`config.mk`:
```
export PLATFORM = sky130hd
export DESIGN_NAME = sact_policy
export DESIGN_NICKNAME = d
export VERILOG_FILES = /design/src/design/assert_macros.svh /design/src/design/sact_pkg.sv /design/src/design/sact_policy.sv
export SDC_FILE = /design/constraint.sdc
export NUM_CORES = 1
export LEC_CHECK = 0
export BUFFER_PORTS_ARGS = -buffer_cell sky130_fd_sc_hd__buf_4
export CAP_MARGIN = 15
export CORE_AREA = 2 2 340 342
export DETAILED_ROUTE_END_ITERATION = 12
export DIE_AREA = 0 0 342 344
export PLACE_DENSITY = 0.37
export SLEW_MARGIN = 10
export SYNTH_ARGS = -nofsm -noshare
export SYNTH_HDL_FRONTEND = slang
export SYNTH_SLANG_ARGS = --single-unit
```
`constraint.sdc`:
```
create_clock -name vclk -period 16
set_input_delay 1.6 -clock vclk [all_inputs]
set_output_delay 1.6 -clock vclk [all_outputs]
set_load 0.01 [all_outputs]
```
`src/design/assert_macros.svh`:
```
// Assertion macros shared by the cache tag controller RTL.
// Depends on nothing; included by the modules that carry assertions.
`ifndef ASSERT_MACROS_SVH
`define ASSERT_MACROS_SVH

// Same-cycle implication, checked on the rising clock edge outside reset.
`define ASSERT_SAME(label, clk, rst, cond, prop) \
   label: assert property (@(posedge clk) disable iff (rst) (cond) |-> (prop)) \
      else $error("assertion failed");

// Next-cycle implication, checked on the rising clock edge outside reset.
`define ASSERT_NEXT(label, clk, rst, cond, prop) \
   label: assert property (@(posedge clk) disable iff (rst) (cond) |=> (prop)) \
      else $error("assertion failed");

`endif

```
`src/design/sact_pkg.sv`:
```
// Package of the cache tag controller: item types, register map, constants.
// Depends on nothing; used by sact_policy and the core top level.
package sact_pkg;

   localparam int MAX_INDEX_BITS_DEF = 8;
   localparam int WAYS_DEF           = 4;
   localparam int TAG_W              = 30;
   localparam int STAMP_W            = 32;
   localparam int COST_W             = 18;
   localparam int WAY_OUT_W          = 2;
   localparam int CSR_ADDR_W         = 5;
   localparam int CSR_DATA_W         = 32;

   localparam logic KIND_STORE = 1'b1;

   localparam logic [COST_W-1:0] XFER_BASE      = 18'd100;
   localparam logic [COST_W-1:0] HIT_COST       = 18'd1;
   localparam logic [COST_W-1:0] WT_STORE_COST  = 18'd100;
   localparam logic [COST_W-1:0] WB_ALLOC_EXTRA = 18'd1;
   localparam logic [COST_W-1:0] WT_ALLOC_EXTRA = 18'd101;

   localparam logic [3:0] OFFSET_MIN = 4'd2;
   localparam logic [3:0] OFFSET_MAX = 4'd12;

   localparam logic [3:0] RST_OFFSET_BITS = 4'd4;
   localparam logic [3:0] RST_INDEX_BITS  = 4'd8;
   localparam logic [2:0] RST_WAYS_IN_USE = 3'd4;

   typedef enum logic [2:0] {
      REG_OFFSET_BITS       = 3'd0,
      REG_INDEX_BITS        = 3'd1,
      REG_WAYS_IN_USE       = 3'd2,
      REG_EVICTION_FIFO     = 3'd3,
      REG_COPY_BACK         = 3'd4,
      REG_NO_WRITE_ALLOCATE = 3'd5
   } reg_idx_type;

   typedef enum logic [1:0] {
      ST_CLEAR,
      ST_IDLE,
      ST_LOOK
   } state_type;

   typedef struct packed {
      logic        kind;
      logic [31:0] address;
   } req_type;

   typedef struct packed {
      logic                 hit;
      logic [WAY_OUT_W-1:0] way;
      logic                 allocated;
      logic                 victim_written_back;
      logic [COST_W-1:0]    cycle_cost;
   } rsp_type;

   typedef struct packed {
      logic [3:0] offset_bits;
      logic [3:0] index_bits;
      logic [2:0] ways_in_use;
      logic       eviction_fifo;
      logic       copy_back;
      logic       no_write_allocate;
   } cfg_type;

   function automatic logic [3:0] clamp_offset(input logic [3:0] v);
      logic [3:0] r;
      if (v < OFFSET_MIN) begin
         r = OFFSET_MIN;
      end else if (v > OFFSET_MAX) begin
         r = OFFSET_MAX;
      end else begin
         r = v;
      end
      return r;
   endfunction

endpackage

```
`src/design/sact_policy.sv`:
```
// Hit search, victim choice, cost and updated set row of one access.
// Depends on sact_pkg; instantiated by set_assoc_cache_tag_controller_core.
module sact_policy import sact_pkg::*; #(
   parameter int WAYS  = WAYS_DEF,
   parameter int WAY_W = (WAYS > 1) ? $clog2(WAYS) : 1
) (
   input  cfg_type                          cfg,
   input  logic                             kind,
   input  logic [TAG_W-1:0]                 tag,
   input  logic [STAMP_W-1:0]               now,
   input  logic [WAYS-1:0]                  valid_q,
   input  logic [WAYS-1:0]                  dirty_q,
   input  logic [WAYS-1:0][TAG_W-1:0]       tag_q,
   input  logic [WAYS-1:0][STAMP_W-1:0]     fill_q,
   input  logic [WAYS-1:0][STAMP_W-1:0]     use_q,
   output logic [WAYS-1:0]                  valid_d,
   output logic [WAYS-1:0]                  dirty_d,
   output logic [WAYS-1:0][TAG_W-1:0]       tag_d,
   output logic [WAYS-1:0][STAMP_W-1:0]     fill_d,
   output logic [WAYS-1:0][STAMP_W-1:0]     use_d,
   output rsp_type                          rsp
);

   localparam int NW_W = $clog2(WAYS + 1);

   logic [3:0]                  ob;
   logic [COST_W-1:0]           xfer;
   logic [NW_W-1:0]             nw;
   logic                        hit;
   logic [WAY_W-1:0]            hit_way;
   logic                        have_empty;
   logic [WAY_W-1:0]            empty_way;
   logic [WAY_W-1:0]            victim;
   logic [STAMP_W-1:0]          best;
   logic [WAYS-1:0][STAMP_W-1:0] stamps;
   logic [WAY_W+WAY_OUT_W-1:0]  way_ext;
   logic [WAY_W-1:0]            way_sel;

   assign ob   = clamp_offset(cfg.offset_bits);
   assign xfer = XFER_BASE << (ob - OFFSET_MIN);

   always_comb begin
      if (cfg.ways_in_use == 3'd0) begin
         nw = NW_W'(1);
      end else if (int'(cfg.ways_in_use) > WAYS) begin
         nw = NW_W'(WAYS);
      end else begin
         nw = NW_W'(cfg.ways_in_use);
      end
   end

   // The first valid match wins; the last invalid way seen is the highest one.
   always_comb begin
      hit        = 1'b0;
      hit_way    = '0;
      have_empty = 1'b0;
      empty_way  = '0;
      for (int w = 0; w < WAYS; w++) begin
         if (w < int'(nw)) begin
            if (!valid_q[w]) begin
               have_empty = 1'b1;
               empty_way  = WAY_W'(w);
            end else if (!hit && tag_q[w] == tag) begin
               hit     = 1'b1;
               hit_way = WAY_W'(w);
            end
         end
      end
   end

   // Oldest stamp among the ways in use; strict compare keeps the lowest way on ties.
   assign stamps = cfg.eviction_fifo ? fill_q : use_q;

   always_comb begin
      best   = stamps[0];
      victim = '0;
      for (int w = 1; w < WAYS; w++) begin
         if (w < int'(nw) && stamps[w] < best) begin
            best   = stamps[w];
            victim = WAY_W'(w);
         end
      end
   end

   always_comb begin
      valid_d = valid_q;
      dirty_d = dirty_q;
      tag_d   = tag_q;
      fill_d  = fill_q;
      use_d   = use_q;
      way_sel = '0;
      rsp     = '0;
      if (hit) begin
         way_sel         = hit_way;
         rsp.hit         = 1'b1;
         rsp.cycle_cost  = HIT_COST;
         use_d[hit_way]  = now;
         if (kind == KIND_STORE) begin
            if (cfg.copy_back) begin
               dirty_d[hit_way] = 1'b1;
            end else begin
               rsp.cycle_cost = HIT_COST + WT_STORE_COST;
            end
         end
      end else if (kind == KIND_STORE && cfg.no_write_allocate) begin
         rsp.cycle_cost = WT_STORE_COST;
      end else begin
         way_sel        = have_empty ? empty_way : victim;
         rsp.allocated  = 1'b1;
         rsp.cycle_cost = xfer;
         if (!have_empty && dirty_q[victim]) begin
            rsp.victim_written_back = 1'b1;
            rsp.cycle_cost          = xfer + xfer;
         end
         valid_d[way_sel] = 1'b1;
         tag_d[way_sel]   = tag;
         fill_d[way_sel]  = now;
         use_d[way_sel]   = now;
         dirty_d[way_sel] = 1'b0;
         if (kind == KIND_STORE) begin
            if (cfg.copy_back) begin
               dirty_d[way_sel] = 1'b1;
               rsp.cycle_cost   = rsp.cycle_cost + WB_ALLOC_EXTRA;
            end else begin
               rsp.cycle_cost   = rsp.cycle_cost + WT_ALLOC_EXTRA;
            end
         end
      end
      way_ext = {{WAY_OUT_W{1'b0}}, way_sel};
      rsp.way = way_ext[WAY_OUT_W-1:0];
   end

endmodule
```
======== After elaboration in Yosys (flattened, before gate mapping) ========
Cells that the tools add are included.
cells by class
  $add $sub $neg .......................... 4
  multiply operators ...................... 0
  divide/modulo/power cells ............... 0
  $lt $le $gt $ge ......................... 15
  eq/ne operators ......................... 4
  shifts and indexed selects .............. 1
  muxes and demuxes ....................... 90
  bitwise gates (word level) .............. 5
  reduce and logical (&&, ||, !) cells .... 15
operators with widths
  kind                                                                          number
  128-bit two-way mux                                                           5
  128-bit bitwise mux                                                           3
  120-bit two-way mux                                                           2
  32-bit demux with 2-bit select                                                2
  32-bit two-way mux                                                            4
  120-bit bitwise mux                                                           1
  30-bit == test                                                                4
  32-bit less-than comparator                                                   3
  18-bit two-way mux                                                            4
  30-bit demux with 2-bit select                                                1
  19-bit two-way mux                                                            3
  4-bit two-way mux                                                             10
  2-bit two-way mux                                                             17
  1-bit two-way mux                                                             30
  30-bit two-way mux                                                            1
  18-bit by 1-bit adder with 18-bit output, second input constant               1
  18-bit adder                                                                  1
  18-bit by 7-bit adder with 18-bit output, second input constant               1
  7-bit by 4-bit left shift with 18-bit output, first input constant            1
  7-bit two-way mux                                                             2
  4-bit OR                                                                      3
  1-bit logical AND                                                             10
  2-bit by 3-bit less-than comparator with 1-bit output, second input constant  3
  1-bit by 3-bit less-than comparator with 1-bit output, first input constant   2
  13 further kinds                                                              20
storage, ports and cells
  flip-flop bits (word level) ............. 0
  bits in latches ......................... 0
  memory bits (writable) .................. 0
  ROM bits ................................ 0
  bits of input ports ..................... 461
  output and inout bits ................... 407
  memories ................................ 0

======== Depth between registers and ports, before layout ========
  word-level depth ........................ 28
  depth in mapped cells ................... 46
  gate-level depth less buffers ........... 38

======== Worst setup path before layout ========
No wires, ideal clock.
  kind .................................... input -> output
  start point ............................. in cfg[2] in the netlist's numbering
  end point ............................... out rsp[10] in the netlist's numbering
  data arrival time ....................... 10.906 ns
  data required time ...................... 14.400 ns
  slack ................................... 3.494 ns
  cell stages on the path ................. 43
  path buffers ............................ 7
  path through ............................ buf_1 buf_1 clkbuf_1 mux2i_1 ha_1 a21oi_1 o21ai_0 a221o_1 o2bb2ai_1 or2_1 clkbuf_1 clkbuf_1 nand2_1 o21a_1 inv_1 ha_1 nand4_1 or4_4 (+7 left out) ha_1 nand4_1 nor3_1 nand3_1 or4b_1 a31o_1 a32oi_1 a2111oi_0 a31oi_1 nor3_1 a211oi_1 ha_1 and2_1 nand4_1 a21oi_1 o32ai_1 nor3_1 nor3_1
RTL lines
  item             line               source
  start, declared  sact_policy.sv:7   input cfg_type cfg,
  end, declared    sact_policy.sv:21  output rsp_type rsp

==> impl_metrics.json <==
{
  "syn_to_final_growth_pct": 67.03,
  "required_ns": 14.40,
  "report.final.slew_viol_count": 0,
  "synth_cell_type_count": 80,
  "start_kind": "input port",
  "drt-initial-drc-count": 481,
  "layout-drive-gt1-share_pct": 63.03,
  "antenna_found_initial": 38,
  "firstDrtPassIters": 5,
  "period_share_pct": 92.19,
  "fin_crit_ns": 14.75,
  "io_buffers": 863,
  "seq_cells": 0,
  "syn_avg_cell_area_sq_um": 8.581,
  "max_freq_mhz": 67.80,
  "hold_class": "input port to primary output",
  "drc_errors": 0,
  "post-route-util_pct": 18.05,
  "cp_slowest_cell": "or4_4",
  "drv_cap": 0,
  "design_area_sq_um": 20550,
  "grt_pass1_vias": 15370,
  "final_common_cell": "buf_4",
  "via_per_inst": 3.946,
  "hold_depth": 3,
  "io-pin-count": 868,
  "die_w_um": 342,
  "dieArea_sq_um": 117600,
  "final_cell_mix": "buf_4, mux2_2, ha_1, nand2_1, mux2_4",
  "critPathCaptureType": "primary output",
  "ant_nets": 0,
  "start_util_pct": 10.81,
  "path_buf_inv": 7,
  "synth.yosys.seq_area_share_pct": 0,
  "path_depth": 40,
  "wl_um": 104500,
  "overflow": 0,
  "cpLargestDelayFamily": "simple AND/OR/NAND/NOR gates",
  "grt_start_max_net_pins": 42,
  "worstPathMaxFanout": 35,
  "synth_nets": 1998,
  "hold_viol_final": 0,
  "grt_setup_unrepaired": "no",
  "placed_area_sq_um": 20490,
  "fin_setup_tns_ns": 0,
  "place.gp.congestion": 0.9030,
  "arrival_ns": 13.15,
  "tightest_slew_ns": 1.112,
  "status": "complete, no violations",
  "drt-wirelength-per-cell_um": 27.83,
  "fin_cells": 3754,
  "placed_cells": 3736,
  "cpPeakStageDelay_ns": 0.69,
  "slew_headroom_pct": 25.87,
  "fin_nets": 2792,
  "vias": 14820,
  "synth_top_area_share_pct": 35.23,
  "yosysWarnings": 0,
  "netlist_instances": 1434,
  "finalSetupViolations": 0,
  "nFillCells": 12990,
  "ff_latch_area_sq_um": 0,
  "rows": 124,
  "netlist_area_sq_um": 12310,
  "worstSetupPathType": "input port to primary output",
  "core_sq_um": 113900,
  "die_h_um": 344,
  "grt_usage_pct": 16.57,
  "yosys-top-cells-area": "mux2_2, mux2_4, ha_1",
  "n_clock_buffer": 0,
  "grt_first_pass_wirelength_um": 135000,
  "dp_hpwl_um": 92880,
  "synth_area_leader_cell": "mux2_2"
}
==> synthesized netlist by cell type (4+ instances only) <==
cell / count
mux2_2: 385
ha_1: 103
nand2_1: 95
mux2_4: 87
xor2_1: 83
o21ai_0: 65
a21oi_1: 51
clkbuf_1: 51
mux2i_1: 49
nor2_1: 45
xnor2_1: 39
inv_1: 38
nand4_1: 38
nor4_1: 30
nand3_1: 28
buf_2: 23
nor3_1: 17
o21a_1: 16
buf_1: 15
a21o_1: 11
a211oi_1: 10
buf_4: 10
buf_6: 8
a211o_1: 7
and3_1: 7
nor3b_1: 7
or3_1: 7
nand2b_1: 6
o21ai_1: 6
or2_2: 6
or4_1: 6
a2111oi_0: 5
o211ai_1: 5
a22o_1: 4
and2_1: 4
==> final timing paths <==
kind                       start         end
worst max-delay path      cfg[2]     rsp[10]
worst min-delay path  use_q[106]  use_d[106]
==> stage by stage <==
step | hold slack [ns] | worst slack, ns
2_1_floorplan | 3.307 | 3.494
3_3_place_gp | 3.507 | 0.3637
3_5_place_dp | 3.513 | 0.3980
4_1_cts | 3.513 | 0.3912
5_1_grt | 3.519 | 0.1300
6_report | 3.511 | 1.250
==> cells by family after synthesis <==
| kind of cell | synth area share, % |
|---|---|
| AND/OR/NAND/NOR | 13.62 |
| multiplexers | 50.02 |
| adder cells (fa/ha/maj) | 10.55 |
| buffers and inverters | 5.694 |
| AO/OA/AOI/OAI | 11.40 |
| other | 0.03047 |
| XOR/XNOR | 8.683 |
==> cell type report <==
class	count	area, sq um	area share (%)
multi-input combinational	1287	11660	56.74
timing repair buffer	901	6818	33.17
tap	1512	1892	9.204
inverter	38	142.6	0.6940
antenna	16	40.04	0.1948
==> layer usage <==
| layer | GRT usage [%] | routed length, um | share of wire, % | up-vias |
|---|---|---|---|---|
| li1 | - | - | - | 6995 |
| met1 | 19.70 | 42960 | 41 | 7185 |
| met2 | 32.91 | 56200 | 54 | 564 |
| met3 | 1.604 | 4241 | 4.1 | 67 |
| met4 | 1.133 | 1048 | 1.0 | 4 |
| met5 | 0 | 21 | 0.020 | - |
==> timing repair <==
item | CTS | global route
setup endpoints to repair | 0 | 4
hold buffers | 0 | 0
gates resized for setup | 0 | 2
setup buffers | 0 | 2
